--- src/daeo_pkg.sv ---
// Shared types and constants for the dual absolute encoder odometry block.
// No dependencies; daeo_lane and dual_absolute_encoder_odometry import this package.
`default_nettype none

package daeo_pkg;

    // Fixed field widths of the item and result ports
    localparam int CODE_W = 12;
    localparam int US_W   = 20;
    localparam int VEL_W  = 33;
    localparam int ODO_W  = 32;

    // Velocity numerator after dropping the code scaling; fits below 2^32
    localparam int DIV_NUM_W = 32;

    // 2*pi*1e9, rounded
    localparam logic [32:0] VEL_SCALE = 33'd6283185307;
    // 2*pi*1000*2^32, rounded
    localparam int ODO_SCALE_W = 45;
    localparam logic [ODO_SCALE_W-1:0] ODO_SCALE = 45'd26986075409044;
    // Velocity saturation magnitude in mrad/s
    localparam logic [DIV_NUM_W-1:0] VEL_LIMIT = 32'd3141593000;

    // Per-item command from the top level to each lane
    typedef struct packed {
        logic start;   // new sample for this lane
        logic update;  // compute velocity and odometry, else load angle and clear velocity
    } daeo_lane_ctl_t;

endpackage

`default_nettype wire

--- src/daeo_divider.sv ---
// Restoring unsigned divider, one quotient bit per cycle.
// Depends on nothing beyond its parameters; used by daeo_lane.
`default_nettype none

module daeo_divider #(
    parameter int NUM_W = 32,
    parameter int DEN_W = 20
) (
    input  wire logic             clk,
    input  wire logic             rst_n,
    input  wire logic             start,
    input  wire logic [NUM_W-1:0] num,
    input  wire logic [DEN_W-1:0] den,
    output logic                  busy,
    output logic [NUM_W-1:0]      quot
);

    localparam int CNT_W = $clog2(NUM_W + 1);

    logic [NUM_W-1:0] quot_reg;
    logic [DEN_W-1:0] rem_reg;
    logic [DEN_W-1:0] den_reg;
    logic [CNT_W-1:0] count_reg;
    logic             busy_reg;

    logic [DEN_W:0]   trial;
    logic             fits;
    logic [DEN_W:0]   diff;

    // Shift the next numerator bit into the partial remainder
    assign trial = {rem_reg, quot_reg[NUM_W-1]};
    assign fits  = (trial >= {1'b0, den_reg});
    assign diff  = trial - {1'b0, den_reg};

    always_ff @(posedge clk or negedge rst_n)
    begin
        if (!rst_n)
        begin
            quot_reg  <= '0;
            rem_reg   <= '0;
            den_reg   <= '0;
            count_reg <= '0;
            busy_reg  <= 1'b0;
        end
        else if (start)
        begin
            quot_reg  <= num;
            rem_reg   <= '0;
            den_reg   <= den;
            count_reg <= CNT_W'(NUM_W);
            busy_reg  <= 1'b1;
        end
        else if (busy_reg)
        begin
            quot_reg  <= {quot_reg[NUM_W-2:0], fits};
            rem_reg   <= fits ? diff[DEN_W-1:0] : trial[DEN_W-1:0];
            count_reg <= count_reg - 1'b1;
            if (count_reg == CNT_W'(1))
            begin
                busy_reg <= 1'b0;
            end
        end
    end

    assign busy = busy_reg;
    assign quot = quot_reg;

endmodule

`default_nettype wire

--- src/daeo_lane.sv ---
// One encoder channel: wrapped angle change, velocity through a shared-width
// divider, and the fixed-point odometer. Depends on daeo_pkg and daeo_divider.
`default_nettype none

module daeo_lane #(
    parameter int ADC_BITS  = 12,
    parameter int FRAC_BITS = 16
) (
    input  wire logic                          clk,
    input  wire logic                          rst_n,
    input  wire daeo_pkg::daeo_lane_ctl_t      ctl,
    input  wire logic [daeo_pkg::CODE_W-1:0]   code,
    input  wire logic [daeo_pkg::US_W-1:0]     elapsed_us,
    output logic                               busy,
    output logic [daeo_pkg::CODE_W-1:0]        angle,
    output logic signed [daeo_pkg::VEL_W-1:0]  velocity,
    output logic signed [daeo_pkg::ODO_W-1:0]  odometer
);

    import daeo_pkg::*;

    localparam int EXT_W  = (ADC_BITS > CODE_W) ? ADC_BITS : CODE_W;
    localparam int VP_W   = ADC_BITS + 33;
    localparam int OP_W   = ADC_BITS + ODO_SCALE_W;
    localparam int SHIFT  = 32 + ADC_BITS - FRAC_BITS;
    localparam int DLT_W  = OP_W - SHIFT;
    localparam int CAR_W  = FRAC_BITS + 15;
    localparam int WHL_W  = CAR_W - 1 - FRAC_BITS;

    typedef enum logic [1:0] {
        L_IDLE,
        L_MUL,
        L_ACC,
        L_DIV
    } lane_state_t;

    lane_state_t                 state_reg;
    logic [ADC_BITS-1:0]         prev_reg;
    logic                        neg_reg;
    logic [ADC_BITS-1:0]         mag_reg;
    logic [VP_W-1:0]             vprod_reg;
    logic [DLT_W-1:0]            delta_reg;
    logic signed [FRAC_BITS:0]   frac_reg;
    logic [ODO_W-1:0]            total_reg;
    logic signed [VEL_W-1:0]     vel_reg;

    logic [EXT_W-1:0]            code_ext;
    logic [ADC_BITS-1:0]         code_a;
    logic [ADC_BITS-1:0]         gap;
    logic [ADC_BITS-1:0]         gap_mag;
    logic [VP_W-1:0]             vprod;
    logic [OP_W-1:0]             oprod;

    logic signed [CAR_W-1:0]     carry;
    logic [CAR_W-1:0]            carry_mag;
    logic [WHL_W-1:0]            whole;
    logic [FRAC_BITS:0]          rem_ext;
    logic [ODO_W-1:0]            total_next;
    logic signed [FRAC_BITS:0]   frac_next;

    logic                        div_start;
    logic                        div_busy;
    logic [DIV_NUM_W-1:0]        div_quot;
    logic [DIV_NUM_W-1:0]        vel_sat;
    logic [VEL_W-1:0]            vel_mag;
    logic signed [VEL_W-1:0]     vel_next;

    // Drop code bits above ADC_BITS
    assign code_ext = EXT_W'(code);
    assign code_a   = code_ext[ADC_BITS-1:0];

    // Two's complement wrap gives the half-turn window; exactly half counts negative
    assign gap     = code_a - prev_reg;
    assign gap_mag = gap[ADC_BITS-1] ? (~gap + 1'b1) : gap;

    assign vprod = {{33{1'b0}}, mag_reg} * {{ADC_BITS{1'b0}}, VEL_SCALE};
    assign oprod = {{ODO_SCALE_W{1'b0}}, mag_reg} * {{ADC_BITS{1'b0}}, ODO_SCALE};

    // Odometer carry: signed fraction plus signed delta, split toward zero
    always_comb
    begin
        carry = CAR_W'(frac_reg);
        if (neg_reg)
        begin
            carry = carry - $signed(CAR_W'(delta_reg));
        end
        else
        begin
            carry = carry + $signed(CAR_W'(delta_reg));
        end
        carry_mag = carry[CAR_W-1] ? (~carry + 1'b1) : carry;
        whole     = carry_mag[CAR_W-2:FRAC_BITS];
        rem_ext   = {1'b0, carry_mag[FRAC_BITS-1:0]};
        if (carry[CAR_W-1])
        begin
            total_next = total_reg - ODO_W'(whole);
            frac_next  = $signed(~rem_ext + 1'b1);
        end
        else
        begin
            total_next = total_reg + ODO_W'(whole);
            frac_next  = $signed(rem_ext);
        end
    end

    // Quotient of (mag*scale >> ADC_BITS) by elapsed time equals the full quotient
    assign div_start = (state_reg == L_ACC);

    daeo_divider #(
        .NUM_W (DIV_NUM_W),
        .DEN_W (US_W)
    ) u_divider (
        .clk   (clk),
        .rst_n (rst_n),
        .start (div_start),
        .num   (vprod_reg[ADC_BITS+DIV_NUM_W-1:ADC_BITS]),
        .den   (elapsed_us),
        .busy  (div_busy),
        .quot  (div_quot)
    );

    assign vel_sat  = (div_quot > VEL_LIMIT) ? VEL_LIMIT : div_quot;
    assign vel_mag  = {1'b0, vel_sat};
    assign vel_next = neg_reg ? $signed(~vel_mag + 1'b1) : $signed(vel_mag);

    always_ff @(posedge clk or negedge rst_n)
    begin
        if (!rst_n)
        begin
            state_reg <= L_IDLE;
            prev_reg  <= '0;
            neg_reg   <= 1'b0;
            mag_reg   <= '0;
            vprod_reg <= '0;
            delta_reg <= '0;
            frac_reg  <= '0;
            total_reg <= '0;
            vel_reg   <= '0;
        end
        else
        begin
            unique case (state_reg)
                L_IDLE:
                begin
                    if (ctl.start)
                    begin
                        prev_reg <= code_a;
                        if (ctl.update)
                        begin
                            neg_reg   <= gap[ADC_BITS-1];
                            mag_reg   <= gap_mag;
                            state_reg <= L_MUL;
                        end
                        else
                        begin
                            vel_reg <= '0;
                        end
                    end
                end
                L_MUL:
                begin
                    vprod_reg <= vprod;
                    delta_reg <= oprod[OP_W-1:SHIFT];
                    state_reg <= L_ACC;
                end
                L_ACC:
                begin
                    total_reg <= total_next;
                    frac_reg  <= frac_next;
                    state_reg <= L_DIV;
                end
                L_DIV:
                begin
                    if (!div_busy)
                    begin
                        vel_reg   <= vel_next;
                        state_reg <= L_IDLE;
                    end
                end
                default:
                begin
                    state_reg <= L_IDLE;
                end
            endcase
        end
    end

    assign busy     = (state_reg != L_IDLE);
    assign angle    = CODE_W'(prev_reg);
    assign velocity = vel_reg;
    assign odometer = $signed(total_reg);

endmodule

`default_nettype wire

--- src/dual_absolute_encoder_odometry.sv ---
// Dual absolute encoder odometry: two parallel channel lanes plus the result
// register that merges their outputs. Depends on daeo_pkg and daeo_lane.
//
// Usage:
//   Input channel (in_valid/in_ready) carries one ADC code per encoder and the
//   microseconds since the previous sample. Output channel (out_valid/out_ready)
//   carries both angles, velocities in mrad/s and wrapping odometers in mrad.
//   The first transfer after reset only loads the angles and returns a result
//   with zero velocity and unchanged odometers.
//   Later transfers with elapsed_us of zero are dropped with no result.
//   Every other transfer passes through a multiply step, an accumulate step,
//   the bit-serial velocity divider, which both lanes run side by side, a step
//   to take the quotient and the load of the result register. in_ready stays
//   low until the result register is loaded, so no new sample enters while
//   one is still in the lanes.
//   in_ready is high whenever the block is idle, even while a result waits in
//   the output register; a stalled receiver holds the finished lanes until the
//   output register frees up, and input stops in that time.
//   Reset (rst_n low, asynchronous) clears the angles, fractions, odometers and
//   the primed flag and empties the output register.
`default_nettype none

module dual_absolute_encoder_odometry #(
    parameter int ADC_BITS  = 12,
    parameter int FRAC_BITS = 16
) (
    input  wire logic                          clk,
    input  wire logic                          rst_n,
    input  wire logic                          in_valid,
    output logic                               in_ready,
    input  wire logic [daeo_pkg::CODE_W-1:0]   left_code,
    input  wire logic [daeo_pkg::CODE_W-1:0]   right_code,
    input  wire logic [daeo_pkg::US_W-1:0]     elapsed_us,
    output logic                               out_valid,
    input  wire logic                          out_ready,
    output logic [daeo_pkg::CODE_W-1:0]        left_angle,
    output logic [daeo_pkg::CODE_W-1:0]        right_angle,
    output logic signed [daeo_pkg::VEL_W-1:0]  left_velocity,
    output logic signed [daeo_pkg::VEL_W-1:0]  right_velocity,
    output logic signed [daeo_pkg::ODO_W-1:0]  left_odometer,
    output logic signed [daeo_pkg::ODO_W-1:0]  right_odometer
);

    import daeo_pkg::*;

    typedef enum logic {
        ST_IDLE,
        ST_BUSY
    } top_state_t;

    top_state_t              state_reg;
    logic                    primed_reg;
    logic [US_W-1:0]         us_reg;
    logic                    out_valid_reg;
    logic [CODE_W-1:0]       left_angle_reg;
    logic [CODE_W-1:0]       right_angle_reg;
    logic signed [VEL_W-1:0] left_vel_reg;
    logic signed [VEL_W-1:0] right_vel_reg;
    logic signed [ODO_W-1:0] left_odo_reg;
    logic signed [ODO_W-1:0] right_odo_reg;

    logic                    accept;
    logic                    take;
    logic                    out_free;
    logic                    load_result;
    daeo_lane_ctl_t          lane_ctl;

    logic                    left_busy;
    logic                    right_busy;
    logic [CODE_W-1:0]       left_lane_angle;
    logic [CODE_W-1:0]       right_lane_angle;
    logic signed [VEL_W-1:0] left_lane_vel;
    logic signed [VEL_W-1:0] right_lane_vel;
    logic signed [ODO_W-1:0] left_lane_odo;
    logic signed [ODO_W-1:0] right_lane_odo;

    assign in_ready = (state_reg == ST_IDLE);
    assign accept   = in_valid && in_ready;
    // Once primed, drop transfers with no elapsed time
    assign take     = accept && (!primed_reg || (elapsed_us != '0));
    assign out_free = !out_valid_reg || out_ready;
    assign load_result = (state_reg == ST_BUSY) && !left_busy && !right_busy && out_free;

    assign lane_ctl.start  = take;
    assign lane_ctl.update = primed_reg;

    daeo_lane #(
        .ADC_BITS  (ADC_BITS),
        .FRAC_BITS (FRAC_BITS)
    ) u_lane_left (
        .clk        (clk),
        .rst_n      (rst_n),
        .ctl        (lane_ctl),
        .code       (left_code),
        .elapsed_us (us_reg),
        .busy       (left_busy),
        .angle      (left_lane_angle),
        .velocity   (left_lane_vel),
        .odometer   (left_lane_odo)
    );

    daeo_lane #(
        .ADC_BITS  (ADC_BITS),
        .FRAC_BITS (FRAC_BITS)
    ) u_lane_right (
        .clk        (clk),
        .rst_n      (rst_n),
        .ctl        (lane_ctl),
        .code       (right_code),
        .elapsed_us (us_reg),
        .busy       (right_busy),
        .angle      (right_lane_angle),
        .velocity   (right_lane_vel),
        .odometer   (right_lane_odo)
    );

    always_ff @(posedge clk or negedge rst_n)
    begin
        if (!rst_n)
        begin
            state_reg       <= ST_IDLE;
            primed_reg      <= 1'b0;
            us_reg          <= '0;
            out_valid_reg   <= 1'b0;
            left_angle_reg  <= '0;
            right_angle_reg <= '0;
            left_vel_reg    <= '0;
            right_vel_reg   <= '0;
            left_odo_reg    <= '0;
            right_odo_reg   <= '0;
        end
        else
        begin
            if (load_result)
            begin
                out_valid_reg <= 1'b1;
            end
            else if (out_valid_reg && out_ready)
            begin
                out_valid_reg <= 1'b0;
            end
            unique case (state_reg)
                ST_IDLE:
                begin
                    if (take)
                    begin
                        us_reg     <= elapsed_us;
                        primed_reg <= 1'b1;
                        state_reg  <= ST_BUSY;
                    end
                end
                ST_BUSY:
                begin
                    // Merge both lanes into the result register once it is free
                    if (load_result)
                    begin
                        left_angle_reg  <= left_lane_angle;
                        right_angle_reg <= right_lane_angle;
                        left_vel_reg    <= left_lane_vel;
                        right_vel_reg   <= right_lane_vel;
                        left_odo_reg    <= left_lane_odo;
                        right_odo_reg   <= right_lane_odo;
                        state_reg       <= ST_IDLE;
                    end
                end
                default:
                begin
                    state_reg <= ST_IDLE;
                end
            endcase
        end
    end

    assign out_valid      = out_valid_reg;
    assign left_angle     = left_angle_reg;
    assign right_angle    = right_angle_reg;
    assign left_velocity  = left_vel_reg;
    assign right_velocity = right_vel_reg;
    assign left_odometer  = left_odo_reg;
    assign right_odometer = right_odo_reg;

    // Both lanes run the same schedule
    a_lanes_lockstep: assert property (
        @(posedge clk) disable iff (!rst_n)
        left_busy == right_busy
    ) else $error("lanes out of step");

    // No input transfer while a lane is still working
    a_accept_idle_lanes: assert property (
        @(posedge clk) disable iff (!rst_n)
        accept |-> (!left_busy && !right_busy)
    ) else $error("input transfer during lane work");

    // A result exists only after the first sample has primed the block
    a_result_primed: assert property (
        @(posedge clk) disable iff (!rst_n)
        out_valid_reg |-> primed_reg
    ) else $error("result before first sample");

    // A new result appears only out of the busy state
    a_result_from_busy: assert property (
        @(posedge clk) disable iff (!rst_n)
        $rose(out_valid_reg) |-> $past(state_reg == ST_BUSY)
    ) else $error("result loaded outside busy state");

endmodule

`default_nettype wire

--- config.mk ---
export PLATFORM = sky130hd
export DESIGN_NAME = dual_absolute_encoder_odometry
export DESIGN_NICKNAME = d
export VERILOG_FILES = /design/src/daeo_pkg.sv /design/src/daeo_divider.sv /design/src/daeo_lane.sv /design/src/dual_absolute_encoder_odometry.sv
export SDC_FILE = /design/constraint.sdc
export NUM_CORES = 2
export LEC_CHECK = 0
export ABC_AREA = 1
export BUFFER_PORTS_ARGS = -buffer_cell sky130_fd_sc_hd__buf_2
export CAP_MARGIN = 20
export CORE_ASPECT_RATIO = 0.7
export CORE_MARGIN = 2
export CORE_UTILIZATION = 59
export DETAILED_ROUTE_END_ITERATION = 10
export GPL_TIMING_DRIVEN = 0
export MAX_ROUTING_LAYER = met4
export PLACE_DENSITY = 0.88
export SYNTH_ARGS = -nofsm -noshare
export SYNTH_HDL_FRONTEND = slang
export SYNTH_SLANG_ARGS = --single-unit
--- constraint.sdc ---
create_clock -name clk -period 7.1 [get_ports clk]
set_input_delay 0.71 -clock clk [delete_from_list [all_inputs] [get_ports clk]]
set_output_delay 0.71 -clock clk [all_outputs]
set_load 0.02 [all_outputs]
==> results.py <==
metrics = {
    "clocking": {
        "clock_sinks": 675,
        "htreeDepth": 3,
        "path_clk_slew_ps": 70,
        "insertion_delay_ps": 710,
        "cts_tree": "done",
        "clock-root-buffer": "clkbuf_16",
        "ctsLongestPathBuffers": 3,
        "cts_buffers": 72,
    },
    "global_routing": {
        "grt_pass1_vias": 61000,
        "antenna_found_initial": 8,
        "grt_first_pass_wirelength_mm": 370,
        "grt_max_degree": 121,
        "track_usage_pct": 42.2,
        "overflow": 0,
    },
    "setup_path": {
        "worstPathRequired_ps": 7680,
        "crit_type": "flip-flop to flip-flop",
        "critical_path_buf_inv_count": 8,
        "critPathArrivalTime_ps": 7650,
        "crit_top_cell": "nand2_2",
        "worst_setup_path_end_kind": "flip-flop",
        "cp_slowest_cell": "dfrtp_2",
        "cp-start-kind": "flip-flop",
        "critPathTopFamily": "simple AND/OR/NAND/NOR gates",
        "max_stage_delay_ps": 440,
        "critPathMaxFanout": 7,
    },
    "detailed_routing": {
        "drt-initial-drc-count": 7997,
        "vias_per_cell": 6.00,
        "wl_per_cell_um": 22.9,
        "wl_mm": 249,
        "drc": 32,
        "vias": 65400,
        "ant_nets": 0,
        "drt_pass1_iterations": 11,
    },
    "logic_synthesis": {
        "ys.flop_type": "dfrtp_1",
        "synth-edff-count": 0,
        "syn_avg_cell_area_sq_um": 7.71,
        "ys_ff_latch": 675,
        "seq_area_frac_synth_pct": 24.6,
        "synthTopCellsByArea": "dfrtp_1, fa_1, ha_1",
        "synth_cell_types": 69,
        "synthesis.area_sq_um": 68600,
        "netlist.area_leader.share_pct": 24.6,
        "synthCells": 8900,
        "synth_top_cell_by_area": "dfrtp_1",
        "ys_async_sr_fraction_pct": 100,
        "yosysWarnings": 0,
        "synth_nets": 10200,
    },
    "sta": {
        "finalCritPeriodShare_pct": 99.7,
        "period_minus_slack_ps": 7080,
        "setup_viol": 0,
        "rsz0062_at_grt": "yes",
        "hold_viol_final": 0,
        "drv_slew": 0,
        "clock-skew-final_ps": 38.8,
        "worstMarginPinSlew_ps": 1170,
        "timing.hold.ws_ps": 235,
        "slew_headroom_pct": 21.8,
        "fmax_ghz": 0.141,
    },
    "placed_design": {
        "routabilityCongestion": 1.05,
        "io_buffers": 203,
        "place_hpwl_mm": 200,
    },
    "die": {
        "die_w_um": 412,
        "design.core.area_sq_um": 115000,
        "dieArea_sq_um": 119000,
        "die_y_um": 289,
        "ios": 204,
        "rows": 104,
        "start_util_pct": 59.6,
    },
    "flow_run": {
        "drv_cap": 0,
    },
    "finish": {
        "nNetsFinal": 10500,
        "areaGrowthSynthToFinish_pct": 11.8,
        "final_layout_size_suffix_gt1_share_pct": 10.7,
        "nFillCells": 9744,
    },
    "status": {
        "status": "finished, violations left",
        "violations": "DRC",
    },
    "min_path": {
        "holdCritPathClass": "primary input to flip-flop",
    },
}
==> kinds of logic (layout without fill, tap and decap cells) <==
kind of cell             Yosys count  count (layout)  share of synthesized area, %
AND/OR/NAND/NOR                 3284            3284                          20.0
buffers and inverters           1741            2193                          9.64
AO/OA/AOI/OAI                   1584            1584                          12.9
adder cells (fa/ha/maj)         1206            1206                          27.2
flip-flops                       675             675                          24.6
XOR/XNOR                         334             334                          4.35
multiplexers                      76              76                          1.25
other                              0               7                             0
==> path summary, 6_finish.rpt <==
check                                              start                        to  slack, ps  cells past startpoint
worst min register to register         left_odometer[31]         left_odometer[31]        480                      2
worst max-delay path            u_lane_left.delta_reg[0]  u_lane_left.odometer[26]         20                     50
min in group asynchronous                          rst_n          left_odometer[4]        540                      2
worst max register to register  u_lane_left.delta_reg[0]  u_lane_left.odometer[26]         20                     50
max in group asynchronous                          rst_n   u_lane_left.mag_reg[10]       4330                      5
worst min-delay path                       right_code[4]     u_lane_right.angle[4]        230                      3
==> final cells by class <==
cell class	count	area, sq um	share of cell area (%)
Antenna cell	7	17.5	0.0228
Buffer	176	766	0.998
Clock buffer	98	2090	2.73
Clock inverter	35	500	0.652
Inverter	1561	5870	7.65
Multi-Input combinational cell	6484	46400	60.5
Sequential cell	675	16900	22.0
Tap cell	1537	1920	2.51
Timing Repair Buffer	323	2190	2.85
==> synthesized netlist by cell type (5+ instances only) <==
cell,count
o31ai_1,32
a21o_1,22
a31oi_1,122
a211oi_1,6
xnor2_1,127
inv_1,1539
nor2_2,27
buf_4,5
buf_6,6
a31o_2,9
nor3_1,101
nor4_1,23
clkbuf_1,144
o211ai_1,39
nand4_1,63
fa_1,474
mux2_2,75
nand3b_1,21
a21oi_2,5
buf_1,16
a2111oi_0,5
o21bai_1,18
and2_1,7
nand3_1,358
o21a_1,31
nand3_2,8
nor3_2,8
nand2_1,1944
o21ai_2,5
a221oi_1,5
or2_2,59
o21ai_0,643
o21ai_1,30
nand2_2,44
nor2_4,5
o22ai_1,88
o221ai_1,11
xor2_1,199
dfrtp_1,675
inv_2,17
a21boi_0,16
a21oi_1,471
ha_1,732
nor2_1,599
buf_2,9
==> placed cells by master (no fill, tap or decap), drive strengths merged, types with 18 or more instances in the layout <==
cell,instances
a21o,22
o21bai,18
xor2,203
nand2,1991
inv,1558
o22ai,88
a31oi,122
fa,474
nand3,366
nor4,23
nor3,109
or2,63
o21ai,678
a21oi,476
ha,732
o31ai,32
buf,356
o21a,31
o211ai,39
xnor2,131
clkinv,24
dfrtp,675
nor2,631
nand3b,21
clkbuf,240
mux2,75
nand4,64
==> layer usage <==
metal | share of wire, % | GRT usage (%)
met5 | 0 | -
met4 | 2.2 | 8.10
met3 | 14 | 15.1
met1 | 45 | 62.8
met2 | 38 | 54.5
==> worst register-to-register path: cells and delay by family (launching register included) <==
family          cells  cell delay [ps]
simple gates       27             3080
compound gates      9             1320
buf+inv             8              790
fa+ha+maj           3              790
xor+xnor            3              560
flops               1              440
==> through the flow <==
| stage | worst slack [ps] | TNS (ps) | area, sq um | std cells | util [%] |
|---|---|---|---|---|---|
| after floorplan | 516 | 0 | 68600 | 8900 | - |
| after global placement | -8790 | -5843710 | 71500 | 10600 | 62.1 |
| after detailed placement | -1610 | -39650 | 71800 | 10600 | 62.3 |
| after CTS | 0.165 | 0 | 75000 | 10800 | 65.1 |
| after global routing | -432 | -5560 | 76700 | 10900 | 66.6 |
| final | 24.8 | 0 | 76700 | 10900 | 66.6 |
==> repair_timing <==
item                                    4_1_cts  5_1_grt
hold buffers                                  1        0
endpoints found under the setup margin       47       71
buffers inserted                             37       70
pin swaps                                    31      120
resized for setup                           104      282
hold endpoints to repair                     61        0
Power is not shown: default switching activity piles up to over one toggle a cycle in this logic, so the estimate is an artifact.
